--- config.mk ---
export PLATFORM = sky130hd
export DESIGN_NAME = json_string_escaper
export DESIGN_NICKNAME = d
export VERILOG_FILES = /design/src/rtl/jse_pkg.sv /design/src/rtl/jse_front.sv /design/src/rtl/jse_queue.sv /design/src/rtl/jse_back.sv /design/src/rtl/json_string_escaper.sv
export SDC_FILE = /design/constraint.sdc
export NUM_CORES = 1
export LEC_CHECK = 0
export BUFFER_PORTS_ARGS = -buffer_cell sky130_fd_sc_hd__buf_2
export CORE_ASPECT_RATIO = 1.1
export CORE_MARGIN = 2
export CORE_UTILIZATION = 30
export CTS_BUF_LIST = sky130_fd_sc_hd__clkbuf_8
export DETAILED_ROUTE_END_ITERATION = 8
export HOLD_SLACK_MARGIN = 0.12
export PLACE_DENSITY = 0.54
export SLEW_MARGIN = 10
export SYNTH_ARGS = -nofsm -noshare
export SYNTH_HDL_FRONTEND = slang
export SYNTH_HIERARCHICAL = 1
export SYNTH_SLANG_ARGS = --single-unit
--- constraint.sdc ---
create_clock -name clk -period 8.5 [get_ports clk]
set_clock_uncertainty 0.1 [all_clocks]
set_input_delay 1.275 -clock clk [delete_from_list [all_inputs] [get_ports clk]]
set_output_delay 1.275 -clock clk [all_outputs]
set_load 0.005 [all_outputs]
--- src/rtl/jse_pkg.sv ---
// Package for the JSON string escaper: item kinds, queue entry type,
// escape characters and the hex digit lookup. No dependencies.
`default_nettype none

package jse_pkg;

	localparam logic [15:0] CAP_RESET     = 16'd2048;
	localparam logic [16:0] ESC_MAX       = 17'd6;
	localparam logic [7:0]  CTRL_LIMIT    = 8'h20;
	localparam int          QUEUE_DEPTH_D = 4;

	localparam logic [7:0] CH_NUL    = 8'h00;
	localparam logic [7:0] CH_QUOTE  = 8'h22;
	localparam logic [7:0] CH_BSLASH = 8'h5C;
	localparam logic [7:0] CH_BS     = 8'h08;
	localparam logic [7:0] CH_FF     = 8'h0C;
	localparam logic [7:0] CH_LF     = 8'h0A;
	localparam logic [7:0] CH_CR     = 8'h0D;
	localparam logic [7:0] CH_TAB    = 8'h09;
	localparam logic [7:0] CH_ZERO   = 8'h30;
	localparam logic [7:0] CH_LA     = 8'h61;
	localparam logic [7:0] CH_LB     = 8'h62;
	localparam logic [7:0] CH_LF_ESC = 8'h66;
	localparam logic [7:0] CH_LN     = 8'h6E;
	localparam logic [7:0] CH_LR     = 8'h72;
	localparam logic [7:0] CH_LT     = 8'h74;
	localparam logic [7:0] CH_LU     = 8'h75;

	typedef enum logic [1:0] {
		KIND_PLAIN,
		KIND_SHORT,
		KIND_UNICODE,
		KIND_TERM
	} esc_kind_t;

	typedef struct packed {
		esc_kind_t   kind;
		logic [7:0]  data;
		logic [15:0] length;
	} jse_entry_t;

	function automatic logic [7:0] hex_digit(input logic [3:0] nib);
		logic [7:0] wide;
		wide = {4'd0, nib};
		if (nib < 4'd10) begin
			return CH_ZERO + wide;
		end
		return CH_LA + wide - 8'd10;
	endfunction

	function automatic logic [2:0] esc_len(input esc_kind_t kind);
		case (kind)
			KIND_SHORT:   return 3'd2;
			KIND_UNICODE: return 3'd6;
			default:      return 3'd1;
		endcase
	endfunction

endpackage

`default_nettype wire

--- src/rtl/jse_front.sv ---
// Front end of the JSON string escaper: accepts source bytes, applies the
// capacity check, keeps the running count and classifies each byte.
// Depends on jse_pkg.
`default_nettype none

module jse_front
	import jse_pkg::*;
(
	input  wire logic        clk,
	input  wire logic        arst_n,
	input  wire logic        cfg_wr_en,
	input  wire logic [15:0] cfg_wr_data,
	input  wire logic        in_valid,
	output logic             in_ready,
	input  wire logic [7:0]  in_byte,
	input  wire logic        q_full,
	output logic             q_push,
	output jse_entry_t       q_entry
);

	logic [15:0] cap_q;
	logic [15:0] count_q;
	logic        accept;
	logic        room;
	logic [2:0]  n_bytes;

	assign in_ready = !q_full;
	assign accept   = in_valid && in_ready;
	assign room     = ({1'b0, count_q} + ESC_MAX) < {1'b0, cap_q};

	always_comb begin
		q_entry.kind   = KIND_PLAIN;
		q_entry.data   = in_byte;
		q_entry.length = 16'd0;
		if (in_byte == CH_NUL) begin
			q_entry.kind   = KIND_TERM;
			q_entry.length = count_q;
		end else begin
			case (in_byte)
				CH_QUOTE, CH_BSLASH: q_entry.kind = KIND_SHORT;
				CH_BS: begin
					q_entry.kind = KIND_SHORT;
					q_entry.data = CH_LB;
				end
				CH_FF: begin
					q_entry.kind = KIND_SHORT;
					q_entry.data = CH_LF_ESC;
				end
				CH_LF: begin
					q_entry.kind = KIND_SHORT;
					q_entry.data = CH_LN;
				end
				CH_CR: begin
					q_entry.kind = KIND_SHORT;
					q_entry.data = CH_LR;
				end
				CH_TAB: begin
					q_entry.kind = KIND_SHORT;
					q_entry.data = CH_LT;
				end
				default: begin
					if (in_byte < CTRL_LIMIT) begin
						q_entry.kind = KIND_UNICODE;
					end
				end
			endcase
		end
	end

	assign n_bytes = esc_len(q_entry.kind);
	assign q_push  = accept && ((in_byte == CH_NUL) || room);

	always_ff @(posedge clk or negedge arst_n) begin
		if (!arst_n) begin
			cap_q   <= CAP_RESET;
			count_q <= 16'd0;
		end else begin
			if (cfg_wr_en) begin
				cap_q <= cfg_wr_data;
			end
			if (accept) begin
				if (in_byte == CH_NUL) begin
					count_q <= 16'd0;
				end else if (room) begin
					count_q <= count_q + {13'd0, n_bytes};
				end
			end
		end
	end

endmodule

`default_nettype wire

--- src/rtl/jse_queue.sv ---
// Short queue of classified items between the front and back ends of the
// JSON string escaper. Depends on jse_pkg.
`default_nettype none

module jse_queue
	import jse_pkg::*;
#(
	parameter int DEPTH = QUEUE_DEPTH_D
) (
	input  wire logic       clk,
	input  wire logic       arst_n,
	input  wire logic       push,
	input  wire jse_entry_t push_entry,
	output logic            full,
	input  wire logic       pop,
	output logic            head_valid,
	output jse_entry_t      head_entry
);

	localparam int PW = $clog2(DEPTH);
	localparam int CW = $clog2(DEPTH + 1);
	localparam logic [PW-1:0] LAST_PTR = PW'(DEPTH - 1);
	localparam logic [CW-1:0] FULL_CNT = CW'(DEPTH);

	jse_entry_t    mem_q [DEPTH];
	logic [PW-1:0] wr_ptr_q;
	logic [PW-1:0] rd_ptr_q;
	logic [CW-1:0] cnt_q;
	logic          do_pop;

	assign full       = (cnt_q == FULL_CNT);
	assign head_valid = (cnt_q != '0);
	assign head_entry = mem_q[rd_ptr_q];
	assign do_pop     = pop && head_valid;

	always_ff @(posedge clk) begin
		if (push) begin
			mem_q[wr_ptr_q] <= push_entry;
		end
	end

	always_ff @(posedge clk or negedge arst_n) begin
		if (!arst_n) begin
			wr_ptr_q <= '0;
			rd_ptr_q <= '0;
			cnt_q    <= '0;
		end else begin
			if (push) begin
				wr_ptr_q <= (wr_ptr_q == LAST_PTR) ? '0 : wr_ptr_q + 1'b1;
			end
			if (do_pop) begin
				rd_ptr_q <= (rd_ptr_q == LAST_PTR) ? '0 : rd_ptr_q + 1'b1;
			end
			if (push && !do_pop) begin
				cnt_q <= cnt_q + 1'b1;
			end else if (do_pop && !push) begin
				cnt_q <= cnt_q - 1'b1;
			end
		end
	end

endmodule

`default_nettype wire

--- src/rtl/jse_back.sv ---
// Back end of the JSON string escaper: expands each queued item into its
// escape sequence, one byte per cycle while the output does not stall,
// into the output register. Depends on jse_pkg.
`default_nettype none

module jse_back
	import jse_pkg::*;
(
	input  wire logic        clk,
	input  wire logic        arst_n,
	input  wire logic        head_valid,
	input  wire jse_entry_t  head_entry,
	output logic             pop,
	output logic             out_valid,
	input  wire logic        out_ready,
	output logic [7:0]       out_byte,
	output logic             out_last,
	output logic             out_done,
	output logic [15:0]      out_length
);

	logic [2:0]  step_q;
	logic        load;
	logic        last;
	logic [7:0]  next_byte;

	assign load = head_valid && (!out_valid || out_ready);
	assign last = (step_q == esc_len(head_entry.kind) - 3'd1);
	assign pop  = load && last;

	always_comb begin
		case (head_entry.kind)
			KIND_SHORT: next_byte = (step_q == 3'd0) ? CH_BSLASH : head_entry.data;
			KIND_UNICODE: begin
				case (step_q)
					3'd0:    next_byte = CH_BSLASH;
					3'd1:    next_byte = CH_LU;
					3'd2:    next_byte = CH_ZERO;
					3'd3:    next_byte = CH_ZERO;
					3'd4:    next_byte = hex_digit(head_entry.data[7:4]);
					default: next_byte = hex_digit(head_entry.data[3:0]);
				endcase
			end
			KIND_TERM: next_byte = CH_NUL;
			default:   next_byte = head_entry.data;
		endcase
	end

	always_ff @(posedge clk) begin
		if (load) begin
			out_byte   <= next_byte;
			out_last   <= last;
			out_done   <= (head_entry.kind == KIND_TERM);
			out_length <= (head_entry.kind == KIND_TERM) ? head_entry.length : 16'd0;
		end
	end

	always_ff @(posedge clk or negedge arst_n) begin
		if (!arst_n) begin
			out_valid <= 1'b0;
			step_q    <= 3'd0;
		end else begin
			if (load) begin
				out_valid <= 1'b1;
				step_q    <= last ? 3'd0 : step_q + 3'd1;
			end else if (out_ready) begin
				out_valid <= 1'b0;
			end
		end
	end

endmodule

`default_nettype wire

--- src/rtl/json_string_escaper.sv ---
// JSON string escaper, top level. When the queue is empty, the first output
// byte of an item passes through the queue and then the output register. The output carries
// one byte per cycle while the receiver does not stall, set by the single byte lane of the
// back end; a byte yields 1, 2 or 6 output bytes by its escape, a dropped byte yields none.
// Reset (arst_n low) clears the count, the queue and the output, and sets
// the capacity to 2048. Depends on jse_pkg, jse_front, jse_queue, jse_back.
`default_nettype none

module json_string_escaper
	import jse_pkg::*;
#(
	parameter int QUEUE_DEPTH = QUEUE_DEPTH_D
) (
	input  wire logic        clk,
	input  wire logic        arst_n,
	input  wire logic        cfg_wr_en,
	input  wire logic [15:0] cfg_wr_data,
	input  wire logic        s_axis_tvalid,
	output logic             s_axis_tready,
	input  wire logic [7:0]  s_axis_tdata,  // [7:0] src_byte
	output logic             m_axis_tvalid,
	input  wire logic        m_axis_tready,
	output logic [23:0]      m_axis_tdata,  // [7:0] out_byte, [23:8] total_length
	output logic             m_axis_tlast,  // run_last
	output logic             m_axis_tuser   // string_done
);

	logic       q_full;
	logic       q_push;
	logic       q_pop;
	logic       head_valid;
	jse_entry_t push_entry;
	jse_entry_t head_entry;

	jse_front u_front (
		.clk        (clk),
		.arst_n     (arst_n),
		.cfg_wr_en  (cfg_wr_en),
		.cfg_wr_data(cfg_wr_data),
		.in_valid   (s_axis_tvalid),
		.in_ready   (s_axis_tready),
		.in_byte    (s_axis_tdata),
		.q_full     (q_full),
		.q_push     (q_push),
		.q_entry    (push_entry)
	);

	jse_queue #(
		.DEPTH(QUEUE_DEPTH)
	) u_queue (
		.clk        (clk),
		.arst_n     (arst_n),
		.push       (q_push),
		.push_entry (push_entry),
		.full       (q_full),
		.pop        (q_pop),
		.head_valid (head_valid),
		.head_entry (head_entry)
	);

	jse_back u_back (
		.clk        (clk),
		.arst_n     (arst_n),
		.head_valid (head_valid),
		.head_entry (head_entry),
		.pop        (q_pop),
		.out_valid  (m_axis_tvalid),
		.out_ready  (m_axis_tready),
		.out_byte   (m_axis_tdata[7:0]),
		.out_last   (m_axis_tlast),
		.out_done   (m_axis_tuser),
		.out_length (m_axis_tdata[23:8])
	);

	// A terminator transfer is always the last byte of its item.
	a_done_is_last: assert property (@(posedge clk) disable iff (!arst_n)
		m_axis_tvalid && m_axis_tuser |-> m_axis_tlast)
		else $error("terminator transfer without tlast");

	// Only the terminator carries a length.
	a_length_on_done: assert property (@(posedge clk) disable iff (!arst_n)
		m_axis_tvalid && !m_axis_tuser |-> m_axis_tdata[23:8] == 16'd0)
		else $error("length on a non-terminator transfer");

	// The front end never writes into a full queue.
	a_no_overflow: assert property (@(posedge clk) disable iff (!arst_n)
		q_full |-> !q_push)
		else $error("queue overflow");

endmodule

`default_nettype wire

# [After elaboration in Yosys (flattened, before gate mapping)]
# Memories as Yosys holds them, arrays and structs flattened.
# Index checks and enable logic that the tools add are counted.
[totals] inputBits=29 output_inout_bits=28 register_bits=69 ramBits=104 n_memories=1 word_cells=105
[op_classes] addsub=14 n_lt_le_gt_ge=4 n_eq_ne=20 reduce_logical=23 n_mux=32
[mem_list] name="u_queue.mem_q" words=4 word_bits=26 read_ports=1 rd_clocked_by_memory_dff=0 write_ports=1 line="jse_queue.sv:25" source="jse_entry_t mem_q [DEPTH];"
[ops] op="$mux W16" count=3
[ops] op="$mux W8" count=6
[ops] op="$eq A8 B4 Y1 const B" count=5
[ops] op="$pmux W8 S5" count=1
[ops] op="$pmux W8 S4" count=1
[ops] op="$pmux W8 S3" count=1
[ops] op="$add A16 B3 Y17 const B" count=1
[ops] op="$lt A17 B16 Y1" count=1
[ops] op="$add A16 B3 Y16" count=1
[ops] op="$add A7 B4 Y8 const A" count=2
[ops] op="$sub A8 B4 Y8 const B" count=2
[ops] op="$add A6 B4 Y7 const A" count=2
[ops] op="$pmux W3 S2" count=2
[ops] op="$eq A2 B2 Y1 const B" count=5
[ops] op="$mux W1" count=10
[ops] op="$mux W2" count=5
[ops] op="$mux W3" count=3
[ops] op="$eq A8 B6 Y1 const B" count=1
[ops] op="$eq A8 B7 Y1 const B" count=1
[ops] op="$logic_not A8 Y1" count=1
[ops] op="$lt A4 B4 Y1 const B" count=2
[ops] op="$lt A8 B6 Y1 const B" count=1
[ops] op="$logic_and A1 B1 Y1" count=7
[ops] op="$reduce_or A7 Y1" count=1
[ops] op="other kinds (16)" count=28

# [Depth between registers and ports, before layout]
# Gate-level depths: netlist (run 1).
# An unclocked memory read counts as a cell.
[depth] ltp_word=10 ltp_mapped=18

# [Modules after synthesis]
# Netlist (run 1), hierarchy kept.
[modules_own_cells] module="jse_queue" seq_area_each_um2=3298.2 area_each_um2=4225.3 cells_per_inst=173 n_inst=1
[modules_own_cells] module="jse_front" seq_area_each_um2=802.0 area_each_um2=2617.5 cells_per_inst=327 n_inst=1
[modules_own_cells] module="jse_back" seq_area_each_um2=880.8 area_each_um2=1647.8 cells_per_inst=146 n_inst=1

# [Worst setup path before layout (run 1)]
# OpenSTA, ideal clock, no wires.
[synth_timing] path_kind="input to register" from="input s_axis_tdata[0]" to="register u_front.count_q[12]" path_buffers=0 path_stages=14 setup_time_ps=139 arrival_time_ps=4277 required_ps=8261 setup_slack_ps=3984 cell_sequence="or2_2 maj3_1 o32ai_1 a21oi_1 or2_2 ha_1 ha_1 inv_1 fa_1 nor2b_1 o2111a_1 a21oi_1 a221oi_1 o32ai_2"
[synth_between] elab_chain_cells=9
[synth_lines] item="from (decl)" line="json_string_escaper.sv:20" source="input wire logic [7:0] s_axis_tdata,"
[synth_lines] item="$lt A8 B6 Y1 (tied with other cells)" line="jse_front.sv:62" source="if (in_byte < CTRL_LIMIT) begin"
[synth_lines] item="$mux W2 / $reduce_or A7 Y1 (equally long branches)"
[synth_lines] item="$mux W2" line="jse_front.sv:39" source="case (in_byte)"
[synth_lines] item="$mux W2" line="jse_front.sv:35" source="if (in_byte == CH_NUL) begin"
[synth_lines] item="$eq A2 B2 Y1 / $eq A2 B1 Y1 (equally long branches)" line="jse_pkg.sv:52" source="case (kind)"
[synth_lines] item="$pmux W3 S2" line="jse_pkg.sv:52"
[synth_lines] item="$add A16 B3 Y16" line="jse_front.sv:85" source="count_q <= count_q + {13'd0, n_bytes};"
[synth_lines] item="$mux W16" line="jse_front.sv:84" source="end else if (room) begin"
[synth_lines] item="$mux W16" line="jse_front.sv:82" source="if (in_byte == CH_NUL) begin"
[synth_lines] item="to (signal assigned)" line="jse_front.sv:85"
[synth_lines] item="to (decl)" line="jse_front.sv:22" source="logic [15:0] count_q;"
# Parallel ways exist; a longest one is shown, timed or not. The select of a mux whose other input is x is not followed.
# A chain may end at the register's enable or synchronous reset.

# [Worst setup path after layout (run 1)]
[layout_timing] from="register u_front.count_q[1]" to="register u_queue.cnt_q[1]"
[layout_between] elab_chain_cells=7
[layout_lines] item="$add A16 B3 Y17 (*)" line="jse_front.sv:29" source="assign room = ({1'b0, count_q} + ESC_MAX) < {1'b0, cap_q};"
[layout_lines] item="$lt A17 B16 Y1 (*)" line="jse_front.sv:29"
[layout_lines] item="$logic_or A1 B1 Y1 (*)" line="jse_front.sv:71" source="assign q_push = accept && ((in_byte == CH_NUL) || room);"
[layout_lines] item="$logic_and A1 B1 Y1 (*)" line="jse_front.sv:71"
[layout_lines] item="net q_push" line="json_string_escaper.sv:29" source="logic q_push;"
[layout_lines] item="$logic_not A1 Y1" line="jse_queue.sv:56" source="end else if (do_pop && !push) begin"
[layout_lines] item="$logic_and A1 B1 Y1" line="jse_queue.sv:56"
[layout_lines] item="$reduce_bool A2 Y1 (no source line)"
[layout_lines] item="to (signal assigned)" line="jse_queue.sv:55" source="cnt_q <= cnt_q + 1'b1;"
[layout_lines] item="to (signal assigned)" line="jse_queue.sv:57" source="cnt_q <= cnt_q - 1'b1;"
[layout_lines] item="to (decl)" line="jse_queue.sv:28" source="logic [CW-1:0] cnt_q;"
# The timed path passes the listed nets; every way through them passes the cells marked *.

==> flow_results.org, run 1 <==
** Global route
- Entering global routing, the biggest net connects 44 pins.
- The first global-routing pass estimated 28040 µm of wire.
- After global routing, the most crowded layer is met2.
- The initial antenna violation count was 0.
- Across every metal layer, demand over resource in global routing totals 0.1212.
- For this run, global-route usage on met1 was measured as 0.1614.
- Sum of overflow across all layers after global routing :: 0
- Number of global-route vias before repair :: 5169
- For this run, global-route usage on met3 was measured as 0.02440.
- For this run, global-route usage on met2 was measured as 0.1985.

** Cells and area
- Summed area of non-filler cells in the final layout :: 9484 µm²
- Area grow syn2layout :: 11.70%
- Ratio of cells with drive above 1 in the final layout :: 0.1961
- Once layout is complete, the utilization of the core stands at 0.3403.
- For this run, the number of standard cells in the final layout without fillers is 1077.
- Antenna diode count :: 0
- The filler cells instantiated in the layout total 2784.
- The net count of the finished layout is 769.

** Timing
- Worst max-slew margin expressed relative to the limit :: 0.4185
- The worst path meets setup with 3674 ps of slack.
- The hold violation count in the final report is 0.
- Tmin final :: 4826 ps
- Slew at the pin closest to its max-slew limit :: 870.1 ps
- Hold is met by 394.7 ps.
- Upper clock frequency limit :: 0.2072 GHz
- Final-report setup violation count :: 0
- Setup repair after global routing left no endpoint under its margin.
- Sum of negative setup slack :: 0 ps
- Of the available clock period, the critical path in the final layout requires 0.5678.
- The count of pins over their slew limit came to 0.

** Logic synthesis
- Mux share of post-synthesis cell area :: 0.08164
- Of the synthesized area, sequential elements account for 0.5866.
- Syn_nets :: 714
- Synthesis handed over a netlist of 646 instances.
- Yosys top cell by area :: sky130_fd_sc_hd__edfxtp_1
- Ranked by instance count, the synthesized netlist is headed by sky130_fd_sc_hd__edfxtp_1 (130), sky130_fd_sc_hd__inv_1 (53), sky130_fd_sc_hd__nor2_1 (46).
- Area fraction in compound gates after synthesis :: 0.09343
- Among all cell types in the netlist, the one instantiated most often is sky130_fd_sc_hd__edfxtp_1.
- By area, the combinational part of the netlist is dominated by simple AND/OR/NAND/NOR gates.
- During synthesis, Yosys emitted a total of 6 warnings.
- For this run, asynchronously set or reset flops after synthesis account for 0.2486.
- Simple-gate share of the synthesized area :: 0.1135
- The mapped netlist covers 8491 µm².
- Flop and latch count out of synthesis :: 173
- Top FF cell, synth :: sky130_fd_sc_hd__edfxtp_1
- Of the total synthesized cell area, the portion taken by full adders, half adders and majority gates is 0.06042.
- Number of enable-type register cells in the synthesized netlist :: 130
- Area fraction of the dominant cell type after synthesis :: 0.4598
- Parity-gate share of the synthesized area counting xor and xnor cells :: 0.01960
- After synthesis, the netlist uses 71 different library cells.
- Post-synthesis area per instance :: 13.14 µm²
- Ranking of synthesized cells by area :: sky130_fd_sc_hd__edfxtp_1 (46%), sky130_fd_sc_hd__dfrtp_1 (12%), sky130_fd_sc_hd__ha_1 (5.5%)

** Clock tree
- H-tree level count :: 4
- TritonCTS built the clock tree.
- Hold-fix buffers at CTS :: 0
- The clock reaches the later pin of the worst-skew pair after 460 ps.
- Clock net sink count :: 173
- Clock buffers created by TritonCTS :: 17
- Clock tree root buffer cell :: sky130_fd_sc_hd__clkbuf_8
- CTS-repair resized insts :: 0
- Number of post-CTS setup repair buffers :: 0
- No sink is reached through more buffers than the 2 on the longest clock path.
- After clock tree synthesis, the clock-pin slew on the worst setup and hold paths is 100 ps.

** Worst setup path
- STA classifies the critical path endpoint as a register.
- Startpoint type of the worst setup path :: register
- The worst setup path is of the register to register kind.
- Walking the worst path, the cells encountered are inv_1, ha_1, nor4_1, nand3_1, xnor2_1, ha_1, inv_1, o211ai_1, a211o_1, a22o_1, inv_2, ha_1, inv_1, fa_1, mux2_2.
- CP peak stage delay :: 590 ps
- On the critical path the largest part of the delay comes from adder cells.
- Worst path required time :: 8760 ps
- Slowest stage cell on the critical path :: sky130_fd_sc_hd__a22o_1
- Crit path buf inv count :: 4
- STA puts the critical path data arrival time at 5080 ps.
- Of all nets on the critical path, the largest fanout is 15.

** Route
- In the final routed layout, each cell accounts on average for 16.14 µm.
- Wire length after detailed routing :: 17380 µm
- Dividing the detail-routed via count by the number of cells gives 4.835.
- DR iter-0 viols :: 425
- Before antenna repair, the detailed router went through 6 iterations.
- Number of nets with antenna violations after detailed routing :: 0
- Count of vias placed by the detailed router :: 5207
- In the routed design, unresolved DRC markers number 0.

** Pwr
- The design draws 2.887 mW.
- VDD sags by at most 111.2 µV.
- Leak :: 3.607 nW
- P per Cell Area :: 304.4 nW/µm²

** Place
- Pre-CTS worst setup slack :: 3436 ps
- Once placement completed, the tool counted placed cells totaling 1045.
- Summing all placed instances gives a cell area of 9104 µm².
- Total half-perimeter wirelength after legalization and detailed placement :: 12020 µm
- Input/output buffers :: 56
- At the end of routability-driven placement, the weighted congestion stood at 0.8580.

** Die
- Die Wd :: 164.4 µm
- Number of ports placed on the die boundary :: 57
- Initial Utilization :: 0.3047
- Die outline area :: 29670 µm²
- Number of cell rows :: 64
- The die is 180.4 µm tall.
- After floorplanning, the core was sized to cover 27870 µm².

** Worst hold path
- Hold crit path type :: register to register

** Job
- # Max-Cap Violations :: 0

** Run status
- Run status :: finished clean
-- worst register-to-register path, stage by stage, from the launching register on --
cell,delay [ps]
sky130_fd_sc_hd__dfrtp_1,430
sky130_fd_sc_hd__inv_1,170
sky130_fd_sc_hd__ha_1,290
sky130_fd_sc_hd__nor4_1,510
sky130_fd_sc_hd__nand3_1,160
sky130_fd_sc_hd__xnor2_1,170
sky130_fd_sc_hd__ha_1,320
sky130_fd_sc_hd__inv_1,40
sky130_fd_sc_hd__o211ai_1,180
sky130_fd_sc_hd__a211o_1,480
sky130_fd_sc_hd__a22o_1,590
sky130_fd_sc_hd__inv_2,250
sky130_fd_sc_hd__ha_1,290
sky130_fd_sc_hd__inv_1,70
sky130_fd_sc_hd__fa_1,410
sky130_fd_sc_hd__mux2_2,270
-- sequential cells by signal (all words and copies together) (netlist names) --
signal / flops
u_back/out_byte: 8
u_back/out_done: 1
u_back/out_last: 1
u_back/out_length: 16
u_back/out_valid: 1
u_back/step_q: 3
u_front/cap_q: 16
u_front/count_q: 16
u_queue/cnt_q: 3
u_queue/mem_q: 104
u_queue/rd_ptr_q: 2
u_queue/wr_ptr_q: 2
-- metal layers --
metal,part of all wire,up-vias
li1,-,2519
met1,0.47,2538
met2,0.48,135
met3,0.039,15
met4,0.012,0
met5,0,-
-- cell families after synthesis --
| logic type | Yosys count |
|---|---|
| simple gates | 183 |
| buf+inv | 81 |
| flops | 173 |
| mux | 33 |
| fa+ha+maj | 40 |
| xor+xnor | 19 |
| compound gates | 117 |
-- worst paths after layout --
path                                       endpoint                from  cells past startpoint  slack, ps
worst max-delay path               u_queue/cnt_q[1]  u_front/count_q[1]                     15       3670
worst min-delay path               u_queue/cnt_q[2]    u_queue/cnt_q[2]                      1        390
worst max register to register     u_queue/cnt_q[1]  u_front/count_q[1]                     15       3670
worst min register to register     u_queue/cnt_q[2]    u_queue/cnt_q[2]                      1        390
max in group asynchronous       u_queue/rd_ptr_q[1]              arst_n                      2       7060
min in group asynchronous          u_front/cap_q[0]              arst_n                      2        810
-- placed cells by master, fill, tap and decap left out, types with 18 or more instances in the layout --
master and instances:
sky130_fd_sc_hd__edfxtp_1 130, sky130_fd_sc_hd__buf_2 56, sky130_fd_sc_hd__inv_1 53, sky130_fd_sc_hd__nor2_1 46, sky130_fd_sc_hd__dfrtp_1 42, sky130_fd_sc_hd__nand2_1 39, sky130_fd_sc_hd__ha_1 37, sky130_fd_sc_hd__o21ai_0 30
sky130_fd_sc_hd__a21oi_1 23, sky130_fd_sc_hd__and2_1 21, sky130_fd_sc_hd__mux4_2 18
-- cell type report --
class / instances / area, µm² / area share
flip-flops and latches: 173 / 4981 / 0.5252
multi-input cells: 392 / 3132 / 0.3302
well taps: 363 / 454.2 / 0.04789
repair buffers: 62 / 325.3 / 0.03430
clock buffers: 17 / 234.0 / 0.02467
inverters: 55 / 211.5 / 0.02230
clock inverters: 15 / 146.4 / 0.01544
-- report_power, final --
part / leakage, nW / total, mW / internal (mW) / switching (mW)
Clock: 0.197 / 0.554 / 0.217 / 0.337
Sequential: 1.72 / 1.20 / 1.10 / 0.101
Combinational: 1.69 / 1.13 / 0.483 / 0.651
Total: 3.61 / 2.89 / 1.80 / 1.09
Note: power is estimated with default switching activity, not from simulation.
==> run 2: changes to the inputs <==
--- a/config.mk
+++ b/config.mk
@@ -5,6 +5,7 @@
 export SDC_FILE = /design/constraint.sdc
 export NUM_CORES = 1
 export LEC_CHECK = 0
+export ABC_AREA = 1
 export BUFFER_PORTS_ARGS = -buffer_cell sky130_fd_sc_hd__buf_2
 export CORE_ASPECT_RATIO = 1.1
 export CORE_MARGIN = 2
@@ -12,7 +13,7 @@
 export CTS_BUF_LIST = sky130_fd_sc_hd__clkbuf_8
 export DETAILED_ROUTE_END_ITERATION = 8
 export HOLD_SLACK_MARGIN = 0.12
-export PLACE_DENSITY = 0.54
+export PLACE_DENSITY = 0.56
 export SLEW_MARGIN = 10
 export SYNTH_ARGS = -nofsm -noshare
 export SYNTH_HDL_FRONTEND = slang
==> constraint.sdc (replaced) <==
create_clock -name clk -period 4.3 [get_ports clk]
set_clock_uncertainty 0.1 [all_clocks]
set_input_delay 0.645 -clock clk [delete_from_list [all_inputs] [get_ports clk]]
set_output_delay 0.645 -clock clk [all_outputs]
set_load 0.005 [all_outputs]
==> run 2 against run 1 <==
  * Sequential share of layout area down 3.8 points
  * Non-clock buffer count up 7
  * Critical path depth rose by 6
  * Clock power increased by 120%
  * Via count is 22% higher
  * Global-route usage increased by 0.43 points
  * Highest routed layer unchanged
  * Sequential power grew 120%
  * Flip-flop and latch count did not move
  * Power grew 140%
  * Routed wire length up 8.7%
  * Combinational power increased to 2.6 times the previous value
==> flow_results.org, run 2 <==
** Worst setup path
- The worst setup path is of the register to register kind.
- Slowest stage cell on the critical path :: sky130_fd_sc_hd__dfrtp_1
- Maximum fanout count along the critical path :: 17
- Startpoint type of the worst setup path :: register
- In this design, the stage delay of the slowest critical-path cell is 520 ps.
- Most frequent cell on the critical path :: sky130_fd_sc_hd__nand2_1
- Data arrival time at the worst-slack endpoint :: 4150 ps
- Cells traversed along the worst timing path :: nand2_1, inv_2, nand2_1, nor2_1, nand2_1, xor2_1, ha_1, a21oi_1, nand2_1, nor2_1, nand2_2, nand2_4, nand2_4, inv_2, ha_1, inv_1, fa_1, nand2_1, nand3_1, nand2_1, nand2_1
- Crit path buf inv count :: 3
- Gate family responsible for the most delay along the worst path :: simple AND/OR/NAND/NOR gates
- Setup crit end kind :: register
- For the worst setup path, the data required time is 4550 ps.

** Global route
- Wire length of the first global-routing pass :: 31460 µm
- Sum of overflow across all layers after global routing :: 0
- Number of antenna violations at the first check in global routing :: 0
- Layer carrying the most global-route usage :: met2
- For this run, the total global-route usage over all layers was measured as 0.1255.
- Met3 Track Usage GR :: 0.02397
- For this run, global-route usage on met2 was measured as 0.2015.
- Fraction of met1 tracks used by global routing :: 0.1694
- Number of global-route vias before repair :: 6199
- Entering global routing, the biggest net connects 76 pins.

** Logic synthesis
- In the synthesized netlist, the cells that appear most often are sky130_fd_sc_hd__nand2_1 (271), sky130_fd_sc_hd__inv_1 (174), sky130_fd_sc_hd__edfxtp_1 (130).
- Ranking of synthesized cells by area :: sky130_fd_sc_hd__edfxtp_1 (43%), sky130_fd_sc_hd__dfrtp_1 (12%), sky130_fd_sc_hd__nand2_1 (11%)
- Dividing the synthesized area by the synthesized cell count gives 9.304 µm².
- Share of synthesized area occupied by flip-flops and latches :: 0.5468
- The most used flip-flop cell after synthesis is sky130_fd_sc_hd__edfxtp_1.
- Number of enable-type register cells in the synthesized netlist :: 130
- Number of distinct library cell variants in the gate-level netlist after synthesis :: 40
- Most frequently used cell type in the post-synthesis netlist :: sky130_fd_sc_hd__nand2_1
- For this run, the number of Yosys warnings is 6.
- Flop and latch count out of synthesis :: 173
- After synthesis, the share of flip-flops with an asynchronous set or reset is 0.2486.
- The biggest area contributor in the post-synthesis netlist is sky130_fd_sc_hd__edfxtp_1.
- The share of synthesized area in the top cell type comes to 0.4286.
- Total standard cell area after synthesis :: 9109 µm²
- Cell count after synthesis :: 979
- Counting every net in the synthesized netlist gives 1047.

** Clock tree
- Clock insertion delay at the later pin of the skew report :: 460 ps
- Hold-fix buffers at CTS :: 0
- Clock net sink count :: 173
- The number of setup buffers added after CTS is 0.
- Clock tree root buffer cell :: sky130_fd_sc_hd__clkbuf_8
- In this run the deepest clock path goes through 2 buffers.
- After clock tree synthesis, the clock-pin slew on the worst setup and hold paths is 100 ps.
- Counting the buffers created by CTS gives 17.
- Once the clock tree was built, the resizer swapped 0 gates to a different size.
- H-tree level count :: 4
- CTS tree :: yes

** Route
- The routed layout has 6340 vias.
- Mean routed wirelength per cell :: 13.26 µm
- Number of nets with antenna violations after detailed routing :: 0
- After detailed routing, the number of vias per cell comes to 4.452.
- In the routed design, unresolved DRC markers number 0.
- Initial DRT Pass Iterations :: 4
- DR iter-0 viols :: 384
- The routed design has 18890 µm of wire.

** Timing
- Worst max-slew margin expressed relative to the limit :: 0.4547
- For the pin with the worst max-slew slack, the measured transition is 817.0 ps.
- Setup slack closes at 400.5 ps.
- Upper clock frequency limit :: 0.2564 GHz
- The worst path in the final design needs a cycle of 3900 ps, including I/O delays and setup.
- Setup violations remaining at the end of the flow were counted as 0.
- Final number of max-transition violations :: 0
- Final hold violations :: 0
- Sum of negative setup slack :: 0 ps
- Period utilization :: 0.9069
- Unrepaired setup endpoints after global routing :: no

** Cells and area
- The top cell types in the final layout, fill and taps aside, are sky130_fd_sc_hd__nand2_1 (271), sky130_fd_sc_hd__inv_1 (174), sky130_fd_sc_hd__edfxtp_1 (130).
- Leaving out fill and tap cells, the most frequent cell in the layout is sky130_fd_sc_hd__nand2_1.
- After filler insertion, the fill cell instance count of the layout stands at 3065.
- In the final layout, the share of cells above drive strength 1 is 0.1400.
- Area grow syn2layout :: 12.43%
- Ranked by flip-flop count, first place goes to u_queue/mem_q.
- Largest register FFs :: 104
- The final layout contains 1105 nets.
- Summed area of non-filler cells in the final layout :: 10240 µm²
- Antenna diode count :: 0

** Die
- Initial Utilization :: 0.3064
- The floorplan step set the die height to 186.8 µm.
- The die covers 31770 µm².
- Pin placement for this block handled 57 I/O pins.
- From left edge to right edge, the die measures 170.1 µm.
- The total area inside the core boundary comes to 29730 µm².
- Number of cell rows :: 66

** Place
- Pre-CTS worst setup slack :: 247.1 ps
- Once detailed placement completed, the half-perimeter wirelength came to 13220 µm.
- Final GP Congestion :: 0.9078
- In this run the cell area measured after placement is 9806 µm².
- Input/output buffers :: 56

** Pwr
- Of the total power, the share spent switching nets is 0.4135.
- Register share of total power :: 0.392
- Internal power :: 4.002 mW
- Across the VDD grid, the largest voltage drop is 244.5 µV.
- Part of the power in combinational logic :: 0.428
- The analysis attributes to net switching a power of 2.821 mW.
- Summed over all cells, the static leakage comes to 4.773 nW.
- Sum of internal, switching and leakage power :: 6.823 mW
- The share of total power dissipated in the clock network is 0.181.
- Power spread over the standard cell area amounts to 666.2 nW/µm².

** Worst hold path
- In this run the worst hold path is classified as input port to async pin.

** Run status
- The flow ran to the end, and the final reports show no timing, DRC or antenna violations.

** Job
- Across the run, the number of max-cap violations was 0.
==> run 2: path summary, 6_finish.rpt <==
| kind | from | endpoint | slack, ps | cells past startpoint |
|---|---|---|---|---|
| min in group clk | cfg_wr_data[8] | u_front/cap_q[8] | 280 | 3 |
| min | arst_n | u_back/step_q[0] | 170 | 2 |
| min reg2reg | u_queue/cnt_q[2] | u_queue/cnt_q[2] | 400 | 2 |
| max | u_front/count_q[3] | u_queue/cnt_q[2] | 400 | 21 |
| max in group asynchronous | arst_n | u_queue/rd_ptr_q[0] | 3470 | 2 |
| max reg2reg | u_front/count_q[3] | u_queue/cnt_q[2] | 400 | 21 |
==> run 2: area by class of cell <==
type / instances / area [µm²] / area share
clock buffer: 17 / 234.0 / 0.02285
clock inverter: 15 / 201.4 / 0.01967
multi-input combinational: 596 / 3249 / 0.3173
sequential: 173 / 4985 / 0.4867
tap: 374 / 467.9 / 0.04569
timing repair buffer: 69 / 427.9 / 0.04178
inverter: 180 / 675.6 / 0.06597
==> run 2: power groups by stage <==
stage	Clock (mW)	Combinational [mW]	Sequential, mW
after floorplan	0	2.22	2.61
after global placement	0	2.90	2.71
after CTS	1.28	2.96	2.68
final	1.23	2.92	2.67
after detailed placement	0	2.95	2.71
after global routing	1.35	3.37	2.73
==> run 2: cell families after synthesis <==
| group | count (synthesis) | share of synthesized area |
|---|---|---|
| AOI/OAI and AO/OA | 108 | 0.08819 |
| xor gates and xnor gates | 17 | 0.01635 |
| adders and majority gates | 39 | 0.05522 |
| buffers and inverters | 210 | 0.09643 |
| DFF | 173 | 0.5468 |
| muxes | 1 | 0.001236 |
| and+or+nand+nor | 431 | 0.1957 |
==> run 2: metal layers <==
metal / share of wire / up-vias
met5: 0 / -
met4: 0.018 / 0
met3: 0.034 / 21
met2: 0.46 / 105
met1: 0.48 / 2935
li1: - / 3279
==> run 2: per-stage QoR <==
stage	cells	util	hold WS (ps)
CTS	1424	0.3445	162.6
detailed placement	1392	0.3298	373.1
global route	1424	0.3445	195.2
finish	1424	0.3445	173.0
floorplan	979	-	249.4
global placement	1392	0.3298	357.6
